==> src/design/rlpi_pkg.sv <==
// ----------------------------------------------------------------------------
// rlpi_pkg
// Shared types and constants of the run-length prefix index.
// ----------------------------------------------------------------------------
package rlpi_pkg;

    localparam int VAL_W = 15;
    localparam int LEN_W = 21;
    localparam int SUM_W = 35;
    localparam int POS_W = 20;
    localparam int RAW_W = 16;

    // Largest element total that the length registers can hold.
    localparam logic [LEN_W-1:0] LEN_MAX = {LEN_W{1'b1}};

    typedef enum logic [1:0] {
        KIND_CLEAR  = 2'd0,
        KIND_APPEND = 2'd1,
        KIND_FILL   = 2'd2,
        KIND_QUERY  = 2'd3
    } t_kind;

    typedef enum logic [1:0] {
        ST_OK    = 2'd0,
        ST_RANGE = 2'd1,
        ST_FULL  = 2'd2,
        ST_LIMIT = 2'd3
    } t_status;

    typedef enum logic [2:0] {
        BS_IDLE,
        BS_READ,
        BS_CALC,
        BS_MUL,
        BS_ACC
    } t_bstate;

    typedef struct packed {
        t_kind             kind;
        logic [VAL_W-1:0]  value;
        logic [LEN_W-1:0]  fill;
        logic [POS_W-1:0]  pos;
    } t_item;

    typedef struct packed {
        t_status           status;
        logic [SUM_W-1:0]  offset_sum;
        logic [VAL_W-1:0]  run_value;
    } t_result;

endpackage

==> src/design/rlpi_front.sv <==
// ----------------------------------------------------------------------------
// rlpi_front
// Input queue: accepts items, decodes the kind and clamps the element value.
// ----------------------------------------------------------------------------
module rlpi_front
    import rlpi_pkg::*;
(
    input  logic             i_clk,
    input  logic             i_rst_n,
    input  logic             i_push,
    output logic             o_full,
    input  logic [1:0]       i_kind,
    input  logic [RAW_W-1:0] i_element_value,
    input  logic [LEN_W-1:0] i_fill_count,
    input  logic [POS_W-1:0] i_position,
    output logic             o_valid,
    output t_item            o_item,
    input  logic             i_pop
);

    t_item      r_buf [2];
    logic       r_wr_ptr, n_wr_ptr;
    logic       r_rd_ptr, n_rd_ptr;
    logic [1:0] r_count,  n_count;
    t_item      w_item;
    logic       w_wr;
    logic       w_rd;

    // Negative element values become zero.
    always_comb begin
        w_item.kind  = t_kind'(i_kind);
        w_item.value = i_element_value[RAW_W-1] ? '0 : i_element_value[VAL_W-1:0];
        w_item.fill  = i_fill_count;
        w_item.pos   = i_position;
    end

    assign o_full  = (r_count == 2'd2);
    assign o_valid = (r_count != 2'd0);
    assign o_item  = r_buf[r_rd_ptr];
    assign w_wr    = i_push && !o_full;
    assign w_rd    = i_pop && o_valid;

    always_comb begin
        n_wr_ptr = w_wr ? ~r_wr_ptr : r_wr_ptr;
        n_rd_ptr = w_rd ? ~r_rd_ptr : r_rd_ptr;
        n_count  = r_count + {1'b0, w_wr} - {1'b0, w_rd};
    end

    always_ff @(posedge i_clk) begin
        if (!i_rst_n) begin
            r_wr_ptr <= 1'b0;
            r_rd_ptr <= 1'b0;
            r_count  <= 2'd0;
        end else begin
            r_wr_ptr <= n_wr_ptr;
            r_rd_ptr <= n_rd_ptr;
            r_count  <= n_count;
        end
    end

    always_ff @(posedge i_clk) begin
        if (w_wr) begin
            r_buf[r_wr_ptr] <= w_item;
        end
    end

endmodule

==> config.mk <==
export PLATFORM = sky130hd
export DESIGN_NAME = rlpi_front
export DESIGN_NICKNAME = d
export VERILOG_FILES = /design/src/design/rlpi_pkg.sv /design/src/design/rlpi_front.sv
export SDC_FILE = /design/constraint.sdc
export NUM_CORES = 1
export LEC_CHECK = 0
export ABC_CLOCK_PERIOD_IN_PS = 8000
export BUFFER_PORTS_ARGS = -buffer_cell sky130_fd_sc_hd__buf_2
export CELL_PAD_IN_SITES_DETAIL_PLACEMENT = 2
export CELL_PAD_IN_SITES_GLOBAL_PLACEMENT = 2
export CORE_MARGIN = 5
export CORE_UTILIZATION = 41
export DETAILED_ROUTE_END_ITERATION = 8
export PLACE_DENSITY_LB_ADDON = 0.25
export SLEW_MARGIN = 40
export SYNTH_ARGS = -nofsm -noshare
export SYNTH_HDL_FRONTEND = slang
export SYNTH_SLANG_ARGS = --single-unit
==> constraint.sdc <==
create_clock -name i_clk -period 8 [get_ports i_clk]
set_input_delay 1.6 -clock i_clk [delete_from_list [all_inputs] [get_ports i_clk]]
set_output_delay 1.6 -clock i_clk [all_outputs]
set_load 0.005 [all_outputs]
# Yosys cells after proc, flatten, opt, wreduce, memory -nomap -nowiden
# Memories as Yosys holds them, arrays and structs flattened. A register that Yosys moved wholly into a read port is not among the register bits.
# Cells that the tools add are included.
classes:
  n_mux: 5
  add_sub_neg: 2
  n_reduce_logical: 4
  bitwise_logic: 2
  n_eq_ne: 1
op_table:
  columns: ["op", "n"]
  rows:
  - ["$mux W15", 1]
  - ["$mux W1", 4]
  - ["$add A2 B1 Y2", 1]
  - ["$eq A2 B2 Y1 const B", 1]
  - ["$logic_and A1 B1 Y1", 2]
  - ["$not A1 Y1", 2]
  - ["$reduce_bool A2 Y1", 1]
  - ["$sub A2 B1 Y2", 1]
  - ["$logic_not A1 Y1", 1]
word_totals:
  mem_count: 1
  register_bits: 4
  ramBits: 116
  elab_cells: 18
mem_list:
  columns: ["memory", "depth", "word_bits", "read_ports", "rd_clocked_by_memory_dff", "write_ports", "line", "text"]
  rows:
  - ["r_buf", 2, 58, 1, 1, 1, "rlpi_front.sv:21", "t_item r_buf [2];"]

# Depth between registers and ports, before layout
depth:
  ltp_word: 5
  mapped_depth: 8
  ltp_nobuf: 8

# Worst setup path after synthesis
# OpenSTA, ideal clock, no wires.
synth_timing:
  kind: "input to register"
  start: "in i_push"
  end: "mem r_buf[0][0] in the netlist's numbering, enable pin"
  arrival_time_ns: 4.122
  required_time_ns: 7.526
  cell_stages: 2
  slack_ns: 3.404
  path_cell_list: "nand2_1 -> nor2_1"
synth_via:
  elab_chain_len: 3
synth_lines:
  columns: ["item", "line", "text"]
  rows:
  - ["start: declaration", "rlpi_front.sv:10", "input logic i_push,"]
  - ["$logic_and A1 B1 Y1", "rlpi_front.sv:40", "assign w_wr = i_push && !o_full;"]
  - ["$mux W1", "rlpi_front.sv:62", "if (w_wr) begin"]
  - ["$mux W1 (not written as such)", "rlpi_front.sv:63", "r_buf[r_wr_ptr] <= w_item;"]
  - ["end: declaration", "rlpi_front.sv:21", null]
# Every way passes these cells.

==> impl_results.md <==
- Setup violators final: 0
- Worst Skew: 0.009283 ns
- Most numerous cell in the Yosys netlist: edfxtp_1
- Cell count after synthesis: 222
- Ports: 123
- Max Cap Viol: 0
- Setup TNS Final: 0 ns
- FF-to-FF path depth: 4
- Synthesized cell area: 4592 um^2
- Synth Flop Type: edfxtp_1
- Worst r2r src: r_count[0]
- Die Span X: 115.8 um
- Num CTS Buffers: 17
- Area of placed instances: 5373 um^2
- CP Capture Type: output port
- Flip-flop and latch area: 3587 um^2
- WS Path Type: reg -> out
- HP Class: reg -> reg
- Largest net degree at the start of global routing: 40
- Cts repair resizes: 0
- Syn_nets: 287
- Root Driver: clkbuf_8
- Slew @ Worst Pin: approximately 0.65 ns
- DRC Markers: 0
- DR WL/cell: just over 20 um
- PnR Total Power: 0.001946 W
- Critical path data required time: 6.40 ns
- Startpoint Class: flip-flop
- Synth area leaders: edfxtp_1, mux2_2, mux2_4
- Die Span Y: 115.8 um
- Clock sink count: 121
- Vias in the first global route: 2,904
- Initial antenna violation count: 0
- Port bufs: 122
- Post-synth EDFFs: 116
- Post-route ant nets: 0
- RSZ-0062 raised after global routing: no
- Crit-path max FO: 32
- Worst slew margin: 0.5659
- Crit Reg-Reg Endpoint: r_buf[0][3]
- Outcome: finished clean
- Cell area after layout: just under 6000 um^2
- Detailed placement HPWL: roughly 7 mm
- Flops & latches, synth: roughly 120
- Core ar.: between 10,000 and 15,000 um^2
- Final count of hold timing violations: 0
- Final slew viol count: 0
- Area grow syn2layout: 29.05%
- Layout Nets: 424
- Cell variety after synth: 20
- Rows: 38
- DR pass1 iterations: 4
- Leakage power: 2.297 nW
- WHS Path Cells: 2
- Arr. time, crit path: 1.95 ns
- Post-placement cell count: 480
- Min-delay src: r_wr_ptr
- Worst-path clk slew: 0.06 ns
- DR iter-0 viols: 111
- Maximum root-to-sink buffer count: 2
- Pwr Density: 328.5 nW/um^2
- Post-synth top area cell: edfxtp_1
- Reg2reg setup slack: 5.80 ns
- Clock latency at the later pin of the worst-skew pair: 0.51 ns
- Placer Congestion: approximately 0.70
- Part of the cycle the worst path needs: 0.4438
- H-tree lvl count: 4
- Synth top area share: 0.7586
- GR Overflow Total: 0
- Via density: just under 5
- Vias: 2,470
- Worst VDD drop: 0.1803 mV
- FILL cells: 984
- YS warnings: 0
- Final non-filler cell total: between 500 and 600
- F_max: between 200 and 300 MHz
- Worst Hold Path EP: r_wr_ptr
- CTS tree: yes
- Die area: 13,420 um^2
- Async SR Flop Fraction: 0
- Most instantiated cells after synthesis: edfxtp_1, mux2_2, mux2_4
- First-pass GRT wire length: approximately 16 mm
- Post-CTS Setup Inserts: 0
- Hold-fix buffers, CTS: 0
- Tot GR Track Use: 0.1645
- Initial core utilization: 0.4217
- Register area share after synthesis: 0.7804
- Crit path time final: 3.551 ns
- Syn_area_per_cell: 20.68 um^2
- Multi-input logic area: 953.4 um^2
- Antenna Cells: 0
- Drt total wl: roughly 10 mm
- Share of layout cells above drive strength 1: 0.5806
area by class of cell:
type | count | share of cell area
Clock buffer | 20 | 0.07179
Timing Repair Buffer | 125 | 0.1090
Inverter | 3 | 0.001900
Sequential cell | 121 | 0.6054
Clock inverter | 12 | 0.02154
Multi-Input combinational cell | 91 | 0.1609
Tap cell | 140 | 0.02956
state kept, by name (all words and copies together), names as in the netlist, named ones only:
name and flops:
r_rd_ptr 1, r_wr_ptr 1, r_buf 116, r_count 2
per-layer routing:
metal | routed length, um | track usage
met1 | 3955 | 0.1811
met2 | 5734 | 0.2992
met3 | 644 | 0.05849
met4 | 137 | 0.04718
met5 | 0 | 0
report_power, final:
part	switching (W)	internal (W)	total [W]
clock	0.000265	0.000440	0.000705
combinational	0.000184	0.000210	0.000394
sequential	0.0000471	0.000800	0.000847
total	0.000496	0.00145	0.00195
worst max-delay path, cell delays in order (launching register included):
cell and delay (ns):
dfxtp_4 0.61, buf_12 0.29, mux2_2 0.38, buf_2 0.13
worst max path at each step:
stage                              end  cells past startpoint  slack, ns
after floorplan            r_buf[0][0]                      2       3.40
after global placement    r_buf[0][10]                      4       4.69
after detailed placement  r_buf[0][15]                      4       4.63
after CTS                    o_item[3]                      3       4.40
after global routing         o_item[3]                      3       4.36
final                       o_item[12]                      3       4.45
per-stage QoR:
stage	worst slack, ns	hold WS, ns	util
2_1_floorplan	3.404	0.4549	-
3_3_place_gp	4.692	0.4950	0.4916
3_5_place_dp	4.633	0.5262	0.4935
4_1_cts	4.400	0.5420	0.5442
5_1_grt	4.360	0.5681	0.5442
6_report	4.450	0.5383	0.5442
logic make-up (layout without fill, tap and decap cells):
| logic type | count (synthesis) | in the layout | share of synthesized area |
|---|---|---|---|
| buf+inv | 10 | 160 | 0.01389 |
| fa+ha+maj | 2 | 2 | 0.005449 |
| simple gates | 26 | 26 | 0.03215 |
| mux | 59 | 59 | 0.1608 |
| compound gates | 1 | 1 | 0.001635 |
| flops | 121 | 121 | 0.7804 |
| xor+xnor | 3 | 3 | 0.005723 |
placed cells by master (no fill, tap or decap), drive strengths merged, types with 3 or more instances in the layout:
cell type | Yosys | routed
buf | 6 | 125
edfxtp | 116 | 116
mux2 | 58 | 58
clkbuf | 1 | 20
nor2b | 15 | 15
clkinv | 0 | 6
dfxtp | 5 | 5
clkinvlp | 0 | 4
nor2 | 4 | 4
inv | 3 | 3
Power figures use the tool's default switching activity.
